==> src/design/step_command_parser_counters_assert.svh <==
// Assertion helpers used by the counter back.
`ifndef STEP_COMMAND_PARSER_COUNTERS_ASSERT_SVH
`define STEP_COMMAND_PARSER_COUNTERS_ASSERT_SVH

// Check cons in the same cycle as ante.
`define SCPC_ASSERT_SAME(label, ante, cons, msg) \
    label: assert property (@(posedge clk) disable iff (!rst_n) (ante) |-> (cons)) \
        else $error(msg);

// Check cons in the cycle after ante.
`define SCPC_ASSERT_NEXT(label, ante, cons, msg) \
    label: assert property (@(posedge clk) disable iff (!rst_n) (ante) |=> (cons)) \
        else $error(msg);

`endif

==> src/design/scpc_pkg.sv <==
package scpc_pkg;

    // Number of values in a MOTOR line
    localparam int NUM_VALUES = 6;
    // Widest step count supported
    localparam int CNT_W_MAX = 32;
    // Width of the reported channel count
    localparam int RES_COUNT_W = 16;
    // Width of the reported masks
    localparam int MASK_W = 6;

    // Opcodes of an input beat
    localparam logic OP_BYTE  = 1'b0;
    localparam logic OP_PULSE = 1'b1;

    // Event kinds, also used as command kinds between front and back
    localparam logic [1:0] EV_BYTE   = 2'd0;
    localparam logic [1:0] EV_ACCEPT = 2'd1;
    localparam logic [1:0] EV_REJECT = 2'd2;
    localparam logic [1:0] EV_PULSE  = 2'd3;

    typedef struct packed {
        logic       opcode;
        logic [7:0] rx_byte;
        logic [2:0] pulse_channel;
    } scpc_in_t;

    typedef struct packed {
        logic [1:0]                                 kind;
        logic [2:0]                                 channel;
        logic [NUM_VALUES-1:0]                      neg;
        logic [NUM_VALUES-1:0][CNT_W_MAX-1:0]       mag;
    } scpc_cmd_t;

    typedef struct packed {
        logic [1:0]             event_kind;
        logic [MASK_W-1:0]      run_mask;
        logic [MASK_W-1:0]      direction_mask;
        logic [RES_COUNT_W-1:0] channel_count;
    } scpc_res_t;

endpackage

==> src/design/scpc_fifo.sv <==
module scpc_fifo #(
    parameter int WIDTH = 8
) (
    input  logic             clk,
    input  logic             rst_n,
    input  logic             push,
    input  logic [WIDTH-1:0] din,
    output logic             full,
    input  logic             pop,
    output logic [WIDTH-1:0] dout,
    output logic             empty
);

    localparam int DEPTH = 2;

    logic [WIDTH-1:0] mem_reg [DEPTH];
    logic             wr_ptr_reg;
    logic             rd_ptr_reg;
    logic [1:0]       count_reg;
    logic             do_push;
    logic             do_pop;

    assign full    = (count_reg == 2'(DEPTH));
    assign empty   = (count_reg == 2'd0);
    assign do_push = push && !full;
    assign do_pop  = pop && !empty;
    assign dout    = mem_reg[rd_ptr_reg];

    // Store the incoming beat
    always_ff @(posedge clk)
    begin
        if (do_push)
        begin
            mem_reg[wr_ptr_reg] <= din;
        end
    end

    // Advance pointers and occupancy
    always_ff @(posedge clk or negedge rst_n)
    begin
        if (!rst_n)
        begin
            wr_ptr_reg <= 1'b0;
            rd_ptr_reg <= 1'b0;
            count_reg  <= 2'd0;
        end
        else
        begin
            if (do_push)
            begin
                wr_ptr_reg <= !wr_ptr_reg;
            end
            if (do_pop)
            begin
                rd_ptr_reg <= !rd_ptr_reg;
            end
            if (do_push && !do_pop)
            begin
                count_reg <= count_reg + 2'd1;
            end
            else if (do_pop && !do_push)
            begin
                count_reg <= count_reg - 2'd1;
            end
        end
    end

endmodule

==> src/design/scpc_front.sv <==
module scpc_front #(
    parameter int LINE_LIMIT = 128,
    parameter int COUNT_BITS = 16
) (
    input  logic                clk,
    input  logic                rst_n,
    input  logic                take,
    input  scpc_pkg::scpc_in_t  item,
    output scpc_pkg::scpc_cmd_t cmd
);

    import scpc_pkg::*;

    localparam int LEN_W = $clog2(LINE_LIMIT + 1);
    localparam int EXT_W = COUNT_BITS + 4;
    localparam logic [EXT_W-1:0] COUNT_MAX = {4'b0, {COUNT_BITS{1'b1}}};

    // Parser phases
    localparam logic [2:0] PH_LEAD   = 3'd0;
    localparam logic [2:0] PH_TOKEN  = 3'd1;
    localparam logic [2:0] PH_GAP    = 3'd2;
    localparam logic [2:0] PH_SIGN   = 3'd3;
    localparam logic [2:0] PH_DIGITS = 3'd4;
    localparam logic [2:0] PH_DONE   = 3'd5;

    localparam logic [2:0] KEY_LEN   = 3'd5;
    localparam logic [7:0] CH_CR     = 8'd13;
    localparam logic [7:0] CH_NUL    = 8'd0;
    localparam logic [7:0] CH_SPACE  = 8'd32;
    localparam logic [7:0] CH_TAB    = 8'd9;
    localparam logic [7:0] CH_FF     = 8'd12;
    localparam logic [7:0] CH_ZERO   = 8'd48;
    localparam logic [7:0] CH_NINE   = 8'd57;
    localparam logic [7:0] CH_PLUS   = 8'd43;
    localparam logic [7:0] CH_MINUS  = 8'd45;

    function automatic logic [7:0] key_char(input logic [2:0] pos);
        logic [7:0] c;
        case (pos)
            3'd0:    c = 8'd77;  // M
            3'd1:    c = 8'd79;  // O
            3'd2:    c = 8'd84;  // T
            3'd3:    c = 8'd79;  // O
            3'd4:    c = 8'd82;  // R
            default: c = 8'd0;
        endcase
        return c;
    endfunction

    logic [2:0]            phase_reg, phase_next;
    logic [2:0]            tpos_reg, tpos_next;
    logic                  fail_reg, fail_next;
    logic [2:0]            vidx_reg, vidx_next;
    logic [COUNT_BITS-1:0] acc_reg, acc_next;
    logic                  neg_reg, neg_next;
    logic [LEN_W-1:0]      len_reg, len_next;
    logic [COUNT_BITS-1:0] pend_mag_reg [NUM_VALUES];
    logic                  pend_neg_reg [NUM_VALUES];

    logic                  pend_we;
    logic [7:0]            c;
    logic                  is_space;
    logic                  is_digit;
    logic [3:0]            digit;
    logic [EXT_W-1:0]      acc_add;
    logic [COUNT_BITS-1:0] acc_sat;
    logic                  finishing;
    logic                  accept;

    assign c        = item.rx_byte;
    assign is_space = (c == CH_SPACE) || (c >= CH_TAB && c <= CH_FF);
    assign is_digit = (c >= CH_ZERO) && (c <= CH_NINE);
    assign digit    = 4'(c - CH_ZERO);
    assign acc_add  = EXT_W'(acc_reg) * EXT_W'(10) + EXT_W'(digit);
    assign acc_sat  = (acc_add > COUNT_MAX) ? {COUNT_BITS{1'b1}} : acc_add[COUNT_BITS-1:0];

    // Classify the beat and advance the parser
    always_comb
    begin
        phase_next = phase_reg;
        tpos_next  = tpos_reg;
        fail_next  = fail_reg;
        vidx_next  = vidx_reg;
        acc_next   = acc_reg;
        neg_next   = neg_reg;
        len_next   = len_reg;
        pend_we    = 1'b0;
        finishing  = !fail_reg && (phase_reg == PH_DIGITS);
        accept     = 1'b0;

        cmd         = '0;
        cmd.channel = item.pulse_channel;
        cmd.kind    = (item.opcode == OP_PULSE) ? EV_PULSE : EV_BYTE;
        for (int i = 0; i < NUM_VALUES; i++)
        begin
            cmd.mag[i] = CNT_W_MAX'(pend_mag_reg[i]);
            cmd.neg[i] = pend_neg_reg[i];
        end

        if (item.opcode == OP_BYTE)
        begin
            if (c == CH_CR)
            begin
                // End of line: finish a pending number and decide
                accept = !fail_reg && ((phase_reg == PH_DONE) ||
                         (finishing && vidx_reg == 3'(NUM_VALUES - 1)));
                cmd.kind = accept ? EV_ACCEPT : EV_REJECT;
                if (finishing)
                begin
                    for (int i = 0; i < NUM_VALUES; i++)
                    begin
                        if (vidx_reg == 3'(i))
                        begin
                            cmd.mag[i] = CNT_W_MAX'(acc_reg);
                            cmd.neg[i] = neg_reg;
                        end
                    end
                end
                phase_next = PH_LEAD;
                tpos_next  = 3'd0;
                fail_next  = 1'b0;
                vidx_next  = 3'd0;
                acc_next   = '0;
                neg_next   = 1'b0;
                len_next   = '0;
            end
            else if (len_reg < LEN_W'(LINE_LIMIT))
            begin
                len_next = len_reg + LEN_W'(1);
                if (!fail_reg && phase_reg != PH_DONE)
                begin
                    if (c == CH_NUL)
                    begin
                        // NUL ends the text of the line
                        if (phase_reg == PH_DIGITS)
                        begin
                            pend_we    = 1'b1;
                            vidx_next  = vidx_reg + 3'd1;
                            acc_next   = '0;
                            neg_next   = 1'b0;
                            phase_next = (vidx_reg == 3'(NUM_VALUES - 1)) ? PH_DONE : PH_GAP;
                        end
                        if (phase_next != PH_DONE)
                        begin
                            fail_next = 1'b1;
                        end
                    end
                    else
                    begin
                        case (phase_reg)
                            PH_LEAD:
                            begin
                                if (!is_space)
                                begin
                                    if (c == key_char(3'd0))
                                    begin
                                        tpos_next  = 3'd1;
                                        phase_next = PH_TOKEN;
                                    end
                                    else
                                    begin
                                        fail_next = 1'b1;
                                    end
                                end
                            end
                            PH_TOKEN:
                            begin
                                if (is_space)
                                begin
                                    if (tpos_reg == KEY_LEN)
                                    begin
                                        phase_next = PH_GAP;
                                    end
                                    else
                                    begin
                                        fail_next = 1'b1;
                                    end
                                end
                                else if (tpos_reg < KEY_LEN && c == key_char(tpos_reg))
                                begin
                                    tpos_next = tpos_reg + 3'd1;
                                end
                                else
                                begin
                                    fail_next = 1'b1;
                                end
                            end
                            PH_GAP:
                            begin
                                if (is_space)
                                begin
                                    phase_next = PH_GAP;
                                end
                                else if (c == CH_PLUS || c == CH_MINUS)
                                begin
                                    neg_next   = (c == CH_MINUS);
                                    phase_next = PH_SIGN;
                                end
                                else if (is_digit)
                                begin
                                    acc_next   = acc_sat;
                                    phase_next = PH_DIGITS;
                                end
                                else
                                begin
                                    fail_next = 1'b1;
                                end
                            end
                            PH_SIGN:
                            begin
                                if (is_digit)
                                begin
                                    acc_next   = acc_sat;
                                    phase_next = PH_DIGITS;
                                end
                                else
                                begin
                                    fail_next = 1'b1;
                                end
                            end
                            PH_DIGITS:
                            begin
                                if (is_digit)
                                begin
                                    acc_next = acc_sat;
                                end
                                else
                                begin
                                    // Close the number, then, unless it was the last, treat the byte as a gap byte
                                    pend_we   = 1'b1;
                                    vidx_next = vidx_reg + 3'd1;
                                    acc_next  = '0;
                                    neg_next  = 1'b0;
                                    if (vidx_reg == 3'(NUM_VALUES - 1))
                                    begin
                                        phase_next = PH_DONE;
                                    end
                                    else if (is_space)
                                    begin
                                        phase_next = PH_GAP;
                                    end
                                    else if (c == CH_PLUS || c == CH_MINUS)
                                    begin
                                        neg_next   = (c == CH_MINUS);
                                        phase_next = PH_SIGN;
                                    end
                                    else
                                    begin
                                        phase_next = PH_GAP;
                                        fail_next  = 1'b1;
                                    end
                                end
                            end
                            default:
                            begin
                                fail_next = 1'b1;
                            end
                        endcase
                    end
                end
            end
        end
    end

    // Hold the finished values of the line
    always_ff @(posedge clk)
    begin
        if (take && pend_we)
        begin
            for (int i = 0; i < NUM_VALUES; i++)
            begin
                if (vidx_reg == 3'(i))
                begin
                    pend_mag_reg[i] <= acc_reg;
                    pend_neg_reg[i] <= neg_reg;
                end
            end
        end
    end

    // Update parser state on each accepted beat
    always_ff @(posedge clk or negedge rst_n)
    begin
        if (!rst_n)
        begin
            phase_reg <= PH_LEAD;
            tpos_reg  <= 3'd0;
            fail_reg  <= 1'b0;
            vidx_reg  <= 3'd0;
            acc_reg   <= '0;
            neg_reg   <= 1'b0;
            len_reg   <= '0;
        end
        else if (take)
        begin
            phase_reg <= phase_next;
            tpos_reg  <= tpos_next;
            fail_reg  <= fail_next;
            vidx_reg  <= vidx_next;
            acc_reg   <= acc_next;
            neg_reg   <= neg_next;
            len_reg   <= len_next;
        end
    end

endmodule

==> src/design/scpc_back.sv <==
module scpc_back #(
    parameter int CHANNELS   = 6,
    parameter int COUNT_BITS = 16
) (
    input  logic                clk,
    input  logic                rst_n,
    input  scpc_pkg::scpc_cmd_t cmd,
    input  logic                cmd_empty,
    output logic                cmd_pop,
    output scpc_pkg::scpc_res_t res,
    input  logic                res_full,
    output logic                res_push
);

    import scpc_pkg::*;

    `include "step_command_parser_counters_assert.svh"

    logic [COUNT_BITS-1:0] cnt_reg  [CHANNELS];
    logic [COUNT_BITS-1:0] cnt_next [CHANNELS];
    logic [CHANNELS-1:0]   run_reg, run_next;
    logic [CHANNELS-1:0]   dir_reg, dir_next;
    logic [COUNT_BITS-1:0] pulse_cnt;
    logic [CNT_W_MAX-1:0]  pulse_wide;
    logic                  take;

    assign take     = !cmd_empty && !res_full;
    assign cmd_pop  = take;
    assign res_push = take;

    // Carry out the command at the head of the queue
    always_comb
    begin
        cnt_next  = cnt_reg;
        run_next  = run_reg;
        dir_next  = dir_reg;
        pulse_cnt = '0;
        case (cmd.kind)
            EV_ACCEPT:
            begin
                for (int i = 0; i < CHANNELS; i++)
                begin
                    cnt_next[i] = cmd.mag[i][COUNT_BITS-1:0];
                    dir_next[i] = !(cmd.neg[i] && (|cmd.mag[i][COUNT_BITS-1:0]));
                    if (|cmd.mag[i][COUNT_BITS-1:0])
                    begin
                        run_next[i] = 1'b1;
                    end
                end
            end
            EV_PULSE:
            begin
                for (int i = 0; i < CHANNELS; i++)
                begin
                    if (cmd.channel == 3'(i))
                    begin
                        if (cnt_reg[i] != '0)
                        begin
                            cnt_next[i] = cnt_reg[i] - COUNT_BITS'(1);
                        end
                        if (cnt_next[i] == '0)
                        begin
                            run_next[i] = 1'b0;
                        end
                        pulse_cnt = cnt_next[i];
                    end
                end
            end
            default:
            begin
                pulse_cnt = '0;
            end
        endcase
    end

    // Build the result beat
    assign pulse_wide         = CNT_W_MAX'(pulse_cnt);
    assign res.event_kind     = cmd.kind;
    assign res.run_mask       = MASK_W'(run_next);
    assign res.direction_mask = MASK_W'(dir_next);
    assign res.channel_count  = pulse_wide[RES_COUNT_W-1:0];

    // Commit counter state
    always_ff @(posedge clk or negedge rst_n)
    begin
        if (!rst_n)
        begin
            for (int i = 0; i < CHANNELS; i++)
            begin
                cnt_reg[i] <= '0;
            end
            run_reg <= '1;
            dir_reg <= '0;
        end
        else if (take)
        begin
            cnt_reg <= cnt_next;
            run_reg <= run_next;
            dir_reg <= dir_next;
        end
    end

    `SCPC_ASSERT_NEXT(a_run_set_only_by_accept, take && cmd.kind != EV_ACCEPT,
        (run_reg & ~$past(run_reg)) == '0, "run bit set without an accepted command")
    `SCPC_ASSERT_NEXT(a_run_clear_only_by_pulse, take && cmd.kind != EV_PULSE,
        (~run_reg & $past(run_reg)) == '0, "run bit cleared without a pulse")
    `SCPC_ASSERT_NEXT(a_state_holds_when_idle, !take,
        $stable(run_reg) && $stable(dir_reg), "masks changed with no command taken")

endmodule

==> src/design/step_command_parser_counters.sv <==
// MOTOR command parser with per-channel step counters.
// Input channel (push/full): each beat is either a received byte or a
// pulse-finished event for one channel. A beat is taken when push is high
// and full is low. Bytes build a line; a carriage return closes it and the
// line loads six step counts, direction bits and run bits if it reads as
// MOTOR followed by six signed decimals.
// Result channel (empty/pop): exactly one result beat per input beat, in
// order, with the event kind, run and direction masks and, for pulses, the
// remaining count of that channel.
// The parser front turns a taken beat into a command held in a two-entry
// command queue; the counter back turns the queue head into a result held
// in a two-entry result queue, which decouples the receiver. Throughput:
// one beat per cycle while full stays low.
// Stall: when pop stays low, up to four beats are absorbed before full
// rises; nothing is dropped.
// Reset: the parser returns to line start, counts and direction bits clear,
// run bits go to all ones, and both queues empty.
module step_command_parser_counters #(
    parameter int LINE_LIMIT = 128,
    parameter int CHANNELS   = 6,
    parameter int COUNT_BITS = 16
) (
    input  logic                clk,
    input  logic                rst_n,
    input  logic                push,
    output logic                full,
    input  scpc_pkg::scpc_in_t  item,
    output logic                empty,
    input  logic                pop,
    output scpc_pkg::scpc_res_t result
);

    import scpc_pkg::*;

    scpc_cmd_t cmd_in;
    scpc_cmd_t cmd_out;
    scpc_res_t res_in;
    logic      take;
    logic      cmd_empty;
    logic      cmd_pop;
    logic      res_full;
    logic      res_push;

    assign take = push && !full;

    // Parse and classify incoming beats
    scpc_front #(
        .LINE_LIMIT (LINE_LIMIT),
        .COUNT_BITS (COUNT_BITS)
    ) u_front (
        .clk   (clk),
        .rst_n (rst_n),
        .take  (take),
        .item  (item),
        .cmd   (cmd_in)
    );

    // Hold commands between parser and counters
    scpc_fifo #(
        .WIDTH ($bits(scpc_cmd_t))
    ) u_cmd_q (
        .clk   (clk),
        .rst_n (rst_n),
        .push  (push),
        .din   (cmd_in),
        .full  (full),
        .pop   (cmd_pop),
        .dout  (cmd_out),
        .empty (cmd_empty)
    );

    // Run the step counters
    scpc_back #(
        .CHANNELS   (CHANNELS),
        .COUNT_BITS (COUNT_BITS)
    ) u_back (
        .clk       (clk),
        .rst_n     (rst_n),
        .cmd       (cmd_out),
        .cmd_empty (cmd_empty),
        .cmd_pop   (cmd_pop),
        .res       (res_in),
        .res_full  (res_full),
        .res_push  (res_push)
    );

    // Hold results until the receiver pops them
    scpc_fifo #(
        .WIDTH ($bits(scpc_res_t))
    ) u_res_q (
        .clk   (clk),
        .rst_n (rst_n),
        .push  (res_push),
        .din   (res_in),
        .full  (res_full),
        .pop   (pop),
        .dout  (result),
        .empty (empty)
    );

endmodule

==> config.mk <==
export PLATFORM = sky130hd
export DESIGN_NAME = step_command_parser_counters
export DESIGN_NICKNAME = d
export VERILOG_FILES = /design/src/design/scpc_pkg.sv /design/src/design/scpc_fifo.sv /design/src/design/scpc_front.sv /design/src/design/scpc_back.sv /design/src/design/step_command_parser_counters.sv
export VERILOG_INCLUDE_DIRS = /design/src /design/src/design
export SDC_FILE = /design/constraint.sdc
export NUM_CORES = 1
export LEC_CHECK = 0
export ABC_AREA = 1
export BUFFER_PORTS_ARGS = -buffer_cell sky130_fd_sc_hd__buf_2
export CORE_UTILIZATION = 32
export CTS_CLUSTER_DIAMETER = 30
export CTS_CLUSTER_SIZE = 20
export DETAILED_ROUTE_END_ITERATION = 16
export PLACE_DENSITY = 0.46
export SETUP_SLACK_MARGIN = 0.02
export SLEW_MARGIN = 20
export SYNTH_ARGS = -nofsm -noshare
export SYNTH_HDL_FRONTEND = slang
export SYNTH_HIERARCHICAL = 1
export SYNTH_SLANG_ARGS = --single-unit
==> constraint.sdc <==
create_clock -name clk -period 11.45 [get_ports clk]
set_clock_uncertainty 0.05 [all_clocks]
set_input_delay 1.145 -clock clk [delete_from_list [all_inputs] [get_ports clk]]
set_output_delay 1.145 -clock clk [all_outputs]
set_load 0.02 [all_outputs]
# Word level (Yosys, flattened, before mapping)
# Memory sizes are Yosys's and may differ from the RTL's.
# Index checks and enable logic that the tools add are counted.
# word_totals
register_bits	151
mem_bits_rw	568
output_inout_bits	32
wordCells	436
mem_count	4
# classes
add_sub_neg	15
n_mul	1
order_cmp	7
n_eq_ne	60
mux	223
n_bitwise	1
n_reduce_logical	104
# memory_table
memory	words	width	read_ports	rd_ports_with_merged_regs	write_ports	line	text
u_cmd_q.mem_reg	2	203	1	0	1	scpc_fifo.sv:16	logic [WIDTH-1:0] mem_reg [DEPTH];
u_front.pend_mag_reg	6	16	6	0	1	scpc_front.sv:57	logic [COUNT_BITS-1:0] pend_mag_reg [NUM_VALUES];
u_res_q.mem_reg	2	30	1	0	1	scpc_fifo.sv:16	
u_front.pend_neg_reg	6	1	6	0	1	scpc_front.sv:58	logic pend_neg_reg [NUM_VALUES];
# ops
operator	n
$mux W16	52
$mux W198	3
$pmux W96 S2	1
$reduce_or A16 Y1	11
$mux W3	44
$mux W1	98
$logic_not A16 Y1	6
$reduce_bool A16 Y1	6
$sub A16 B1 Y16 const B	6
$mux W8	9
$pmux W16 S3	1
$pmux W7 S4	1
$eq A3 B2 Y1 const B	8
$eq A3 B3 Y1 const B	8
$eq A8 B6 Y1 const B	3
$ne A4 B4 Y1 const B	6
$logic_and A1 B1 Y1	23
$reduce_and A3 Y1	7
$add A20 B4 Y20	1
$gt A20 B16 Y1 const B	1
$reduce_and A10 Y1	2
$logic_not A1 Y1	19
$mul A16 B3 Y19 const B	1
$mux W2	8
46 further kinds	86

# Logic depth before layout (Yosys ltp)
# Gate-level depths: netlist of the first run.
# depth
depth_word	19
depth_mapped	21
mapped_depth_nobuf	20

# Hierarchy
# Netlist of the first run, hierarchy kept.
# by_module_without_submodules
mod	n_inst	cells_per_inst	area_each_um2	seq_area_each_um2
scpc_fifo (u_cmd_q)	1	1092	15054.4	12291.8
scpc_back	1	1455	9291.4	2710.1
scpc_front	1	1034	8642.0	3938.8
scpc_fifo (u_res_q)	1	188	2403.6	1901.8
step_command_parser_counters	1	2	10.0	0.0

# Worst setup path before layout of the first run
# OpenSTA, ideal clock, no wires.
# synth_timing
kind	input -> register
start	in push
end	mem u_cmd_q/mem_reg[1][0] (netlist bit) (enable)
setup_ps	770
arrival_ps	9666
t_required_ps	10630
slack_ps	965
cell_stages	2
n_path_buf	0
path_cell_list	o21ai_0 -> nor2_1
# synth_between
elab_chain_len	3
# synth_rtl
item	line	text
start: declaration	step_command_parser_counters.sv:25	input logic push,
$logic_and A1 B1 Y1	scpc_fifo.sv:25	assign do_push = push && !full;
$mux W1	scpc_fifo.sv:32	if (do_push)
$mux W1 (not written as such)	scpc_fifo.sv:34	mem_reg[wr_ptr_reg] <= din;
end: declaration	scpc_fifo.sv:16	
# Every way passes these cells.

==> results.py, run 1 <==
metrics = {
    "timing": {
        "fin_crit_ps": 5116,
        "post-route-period-util_pct": 44.69,
        "whs_ps": 346.8,
        "hold_viol": 0,
        "relSlewSlack_pct": 35.44,
        "max_clock_freq_ghz": 0.1954,
        "tightest_slew_ps": 958.3,
        "tns_ps": 0,
        "rsz0062_at_grt": "false",
        "drv_slew": 0,
        "setup_viol": 0,
    },
    "finish": {
        "drive_gt1_share_pct": 11.17,
        "synthToLayoutAreaGrowth_pct": 18.95,
        "largest_reg_flops": 214,
        "layout.cells.non_filler": 4494,
        "final_nets": 3312,
    },
    "pwr": {
        "p_leak_nw": 13.97,
        "power.total_mw": 9.947,
        "power_density_nw_per_um2": 301.2,
        "peakVddDrop_uv": 161.1,
    },
    "setup_path": {
        "critical_path.startpoint_type": "register",
        "r2r_end": "u_res_q/mem_reg[0][26]",
        "crit_required_ps": 11810,
        "crit_fanout": 69,
        "arrival_ps": 5480,
        "r2r_cells": 12,
        "critPathKind": "reg -> reg",
        "regToRegSetupSlack_ps": 6330,
        "r2r-start": "u_cmd_q/rd_ptr_reg",
        "endpoint_kind": "register",
    },
    "detailed_routing": {
        "viasPerCell": 4.854,
        "routed_wl_um": 86350,
        "drc": 0,
        "antenna_left": 0,
        "firstDrtPassIters": 5,
        "dr.first_iter.drc_count": 1635,
        "wire_per_inst_um": 19.21,
        "via_count": 21814,
    },
    "placement": {
        "portBuffers": 47,
        "hpwl_um": 62350,
        "dp.cells": 4271,
        "globalplace.congestion": 0.9020,
    },
    "synthesis": {
        "synth_area_per_cell_um2": 8.716,
        "ys_warn_count": 6,
        "synth_area_um2": 27760,
        "syn_nets": 3252,
        "synthCells": 3185,
    },
    "floorplanning": {
        "die_height_um": 296.5,
        "die_w_um": 296.5,
        "ios": 48,
        "core-area_um2": 85550,
        "die_area_um2": 87930,
        "start_util_pct": 32.45,
        "rows": 107,
    },
    "clock_network": {
        "cts_resized": 0,
        "cts_root_buf": "clkbuf_16",
        "cts_sinks": 527,
        "hold_buffers": 0,
        "insertion_delay_ps": 680,
        "clock_path_buffers": 3,
        "cts_made_buffers": 116,
        "cts_setup_buffers": 0,
        "htreeDepth": 3,
        "path_clk_slew_ps": 50,
        "cts_tree": "built",
    },
    "global_routing": {
        "grt_pass1_wl_um": 130500,
        "grt_max_degree": 70,
        "antenna_found_initial": 0,
        "grt_pass1_vias": 20621,
        "grt_usage_pct": 19.81,
        "gr-total-overflow": 0,
    },
    "outcome": {
        "status": "finished clean",
    },
    "job": {
        "drv_cap": 0,
    },
    "min_path": {
        "hold_path.class": "in -> async",
    },
}
==> worst max-delay path by stage <==
stage / start / end / slack, ps
floorplan: push / u_cmd_q/mem_reg[1][0] / 5120
global placement: u_cmd_q/rd_ptr_reg / u_res_q/mem_reg[0][27] / 6280
detailed placement: u_cmd_q/rd_ptr_reg / u_res_q/mem_reg[0][26] / 6300
CTS: u_cmd_q/rd_ptr_reg / u_res_q/mem_reg[0][26] / 6300
global route: u_cmd_q/rd_ptr_reg / u_res_q/mem_reg[0][26] / 5910
finish: u_cmd_q/rd_ptr_reg / u_res_q/mem_reg[0][26] / 6330
==> per-stage QoR <==
stage                     utilization (%)  setup WS, ps  area, um2
after floorplan                         -          5124      27760
after global placement              33.74          6282      28860
after detailed placement            33.74          6302      28860
after CTS                           38.60          6298      33020
after global routing                38.60          5906      33020
final                               38.60          6334      33020
==> cell type report <==
type / instances / area, um2
inverters: 261 / 984.7
fillers: 8689 / 52530
repair buffers: 72 / 429.2
diodes: 1 / 2.502
clock inverters: 81 / 1059
multi-input cells: 2267 / 10940
clock buffers: 141 / 3097
well taps: 1144 / 1431
flip-flops and latches: 527 / 15080
==> power by group <==
part           total [mW]  switching, mW  internal (mW)
logic                3.47           2.54          0.929
clock network        3.46           1.11           2.35
registers            3.01          0.325           2.69
total                9.95           3.98           5.97
==> layer usage <==
| layer | GRT usage, % | routed length (um) |
|---|---|---|
| met5 | 0 | 0 |
| met4 | 5.683 | 2182 |
| met3 | 3.175 | 4440 |
| met2 | 31.39 | 39280 |
| met1 | 27.83 | 40440 |
==> worst max-delay path, stage by stage, from the launching register on <==
cell     delay, ps
dfrtp_4        730
inv_4          550
nand2_1        100
nand2_1        670
nand2_4        650
inv_2          520
buf_4          710
nand3_1        240
nor2_1         150
nand3_1         70
nor2_1          90
nand3_1        100
and2_1         170
==> placed cells by master, fill, tap and decap left out, types with 24 or more instances in the layout <==
cell,instances
a21oi_1,116
buf_2,46
buf_4,25
clkbuf_16,116
dfrtp_1,144
edfxtp_1,376
ha_1,49
inv_1,238
nand2_1,1045
nand3_1,156
nor2_1,287
nor3_1,24
o21ai_0,204
o21ai_1,77
o22ai_1,61
xor2_1,65
Power figures use the tool's default switching activity.
==> inputs of run 2 (changes only) <==
clock period = 5 ns   (was 11.45 ns; I/O delays follow)
==> results.py, run 2 (synthesized netlist as in run 1, its figures left out) <==
metrics = {
    "outcome": {
        "status": "finished clean",
    },
    "setup_path": {
        "crit_required_ps": 5490,
        "arrival_ps": 4260,
        "regToRegSetupSlack_ps": 1230,
        "max_stage_delay_ps": 690,
        "r2r_cells": 12,
        "critPathKind": "reg -> reg",
        "endpoint_kind": "register",
        "r2r_end": "u_back/cnt_reg[5]",
        "crit_fanout": 44,
        "r2r-start": "u_cmd_q/rd_ptr_reg",
        "slowest_stage": "dfrtp_4",
        "path_cells": "inv_4, nand2_1, nand2_1, inv_1, nor3_4, inv_2, a21oi_2, buf_4, inv_1, a21oi_1, o21ai_0, o21a_1",
        "critical_path.startpoint_type": "register",
    },
    "global_routing": {
        "grt_usage_pct": 19.88,
        "globalRouteMet3Util_pct": 3.026,
        "grt_pass1_vias": 21020,
        "grt_max_degree": 87,
        "antenna_found_initial": 1,
        "gr-total-overflow": 0,
        "grt-busiest-layer": "met2",
        "met2_usage_pct": 31.62,
        "grt_use_met1_pct": 27.78,
        "grt_pass1_wl_um": 131300,
    },
    "timing": {
        "whs_ps": 211.5,
        "post-route-period-util_pct": 75.38,
        "fin_crit_ps": 3769,
        "drv_slew": 0,
        "relSlewSlack_pct": 41.56,
        "tightest_slew_ps": 865.1,
        "rsz0062_at_grt": "false",
        "tns_ps": 0,
        "max_clock_freq_ghz": 0.2653,
        "hold_viol": 0,
        "setup_viol": 0,
    },
    "min_path": {
        "hold_depth": 5,
        "hold-path-endpoint": "u_front/acc_reg[0]",
        "hold_path.class": "in -> reg",
        "hp-start": "item[3]",
    },
    "floorplanning": {
        "die_area_um2": 87930,
        "rows": 107,
        "die_w_um": 296.5,
        "core-area_um2": 85550,
        "start_util_pct": 32.45,
        "ios": 48,
        "die_height_um": 296.5,
    },
    "detailed_routing": {
        "firstDrtPassIters": 5,
        "dr.first_iter.drc_count": 1606,
        "drc": 0,
        "wire_per_inst_um": 19.19,
        "viasPerCell": 4.858,
        "routed_wl_um": 86380,
        "via_count": 21869,
        "antenna_left": 0,
    },
    "finish": {
        "fillers": 8758,
        "drive_gt1_share_pct": 11.05,
        "largest_reg_flops": 214,
        "final_cell_mix": "nand2_1, edfxtp_1, nor2_1",
        "layout_commonest_cell": "nand2_1",
        "finalCoreUtilization_pct": 38.62,
        "layout.cells.non_filler": 4502,
        "synthToLayoutAreaGrowth_pct": 19.03,
        "final_nets": 3324,
        "diodes": 0,
    },
    "clock_network": {
        "path_clk_slew_ps": 50,
        "cts_sinks": 527,
        "clock_path_buffers": 3,
        "htreeDepth": 3,
        "cts_made_buffers": 114,
        "cts_root_buf": "clkbuf_16",
        "cts_resized": 0,
        "insertion_delay_ps": 700,
        "cts_tree": "built",
    },
    "pwr": {
        "p_leak_nw": 13.95,
        "power_density_nw_per_um2": 679.1,
        "power.total_mw": 22.44,
        "peakVddDrop_uv": 460.7,
    },
    "placement": {
        "globalplace.congestion": 0.9156,
        "portBuffers": 47,
        "dp.cells": 4280,
        "hpwl_um": 63410,
    },
    "job": {
        "drv_cap": 0,
    },
}
==> run 2: cell types whose count changed in the layout (fill, tap and decap cells not counted), sizes merged <==
cell         previous run  this run
buf                    72        81
inv                   267       270
clkbuf                141       133
bufinv                 19        16
clkinv                 43        44
diode                   1         0
dlygate4sd3             0         5
clkinvlp               13        15
==> run 2: report_power, final <==
group,switching (mW),internal [mW]
sequential,0.737,6.15
clock,2.57,5.09
combinational,5.72,2.17
==> run 2: what timing repair did <==
action | 4_1_cts | 5_1_grt
hold buffers | 5 | 0
hold endpoints to repair | 72 | 0
buffers inserted | 0 | 0
==> run 2: critical path: cells and delay by family, from the launching register on <==
kind                   cells  cell delay, ps
AO/OA/AOI/OAI              4             950
AND/OR/NAND/NOR            3             800
flip-flops                 1             690
buffers and inverters      5            1130
==> run 2: stage by stage <==
stage,worst slack (ps),cell area (um2)
2_1_floorplan,1109,27760
3_3_place_gp,1196,28980
3_5_place_dp,1260,28980
4_1_cts,1236,33040
5_1_grt,1063,33040
6_report,1231,33040
==> run 2: layout make-up <==
type                    instances  area [um2]  area share [%]
repair buffers                 86       596.8           1.806
clock inverters                84        1057           3.200
clock buffers                 133        2954           8.940
well taps                    1144        1431           4.332
multi-input cells            2267       10940           33.10
flip-flops and latches        527       15080           45.64
inverters                     261       984.7           2.980
==> run 2: metal layers <==
layer / vias to the layer above / part of all wire, % / routed length (um)
met5: - / 0 / 0
met4: 0 / 2.5 / 2147
met3: 120 / 4.6 / 3995
met2: 536 / 46 / 39650
met1: 10396 / 47 / 40580
li1: 10817 / - / -
==> run 2: worst max-delay path by stage <==
stage,from,to,slack (ps)
2_1_floorplan,push,u_cmd_q/mem_reg[1][0],1110
6_report,u_cmd_q/rd_ptr_reg,u_back/cnt_reg[5],1230
5_1_grt,u_cmd_q/rd_ptr_reg,u_back/cnt_reg[5],1060
4_1_cts,u_cmd_q/rd_ptr_reg,u_back/cnt_reg[5],1240
3_3_place_gp,u_cmd_q/rd_ptr_reg,u_back/cnt_reg[5],1200
3_5_place_dp,u_cmd_q/rd_ptr_reg,u_back/cnt_reg[5],1260
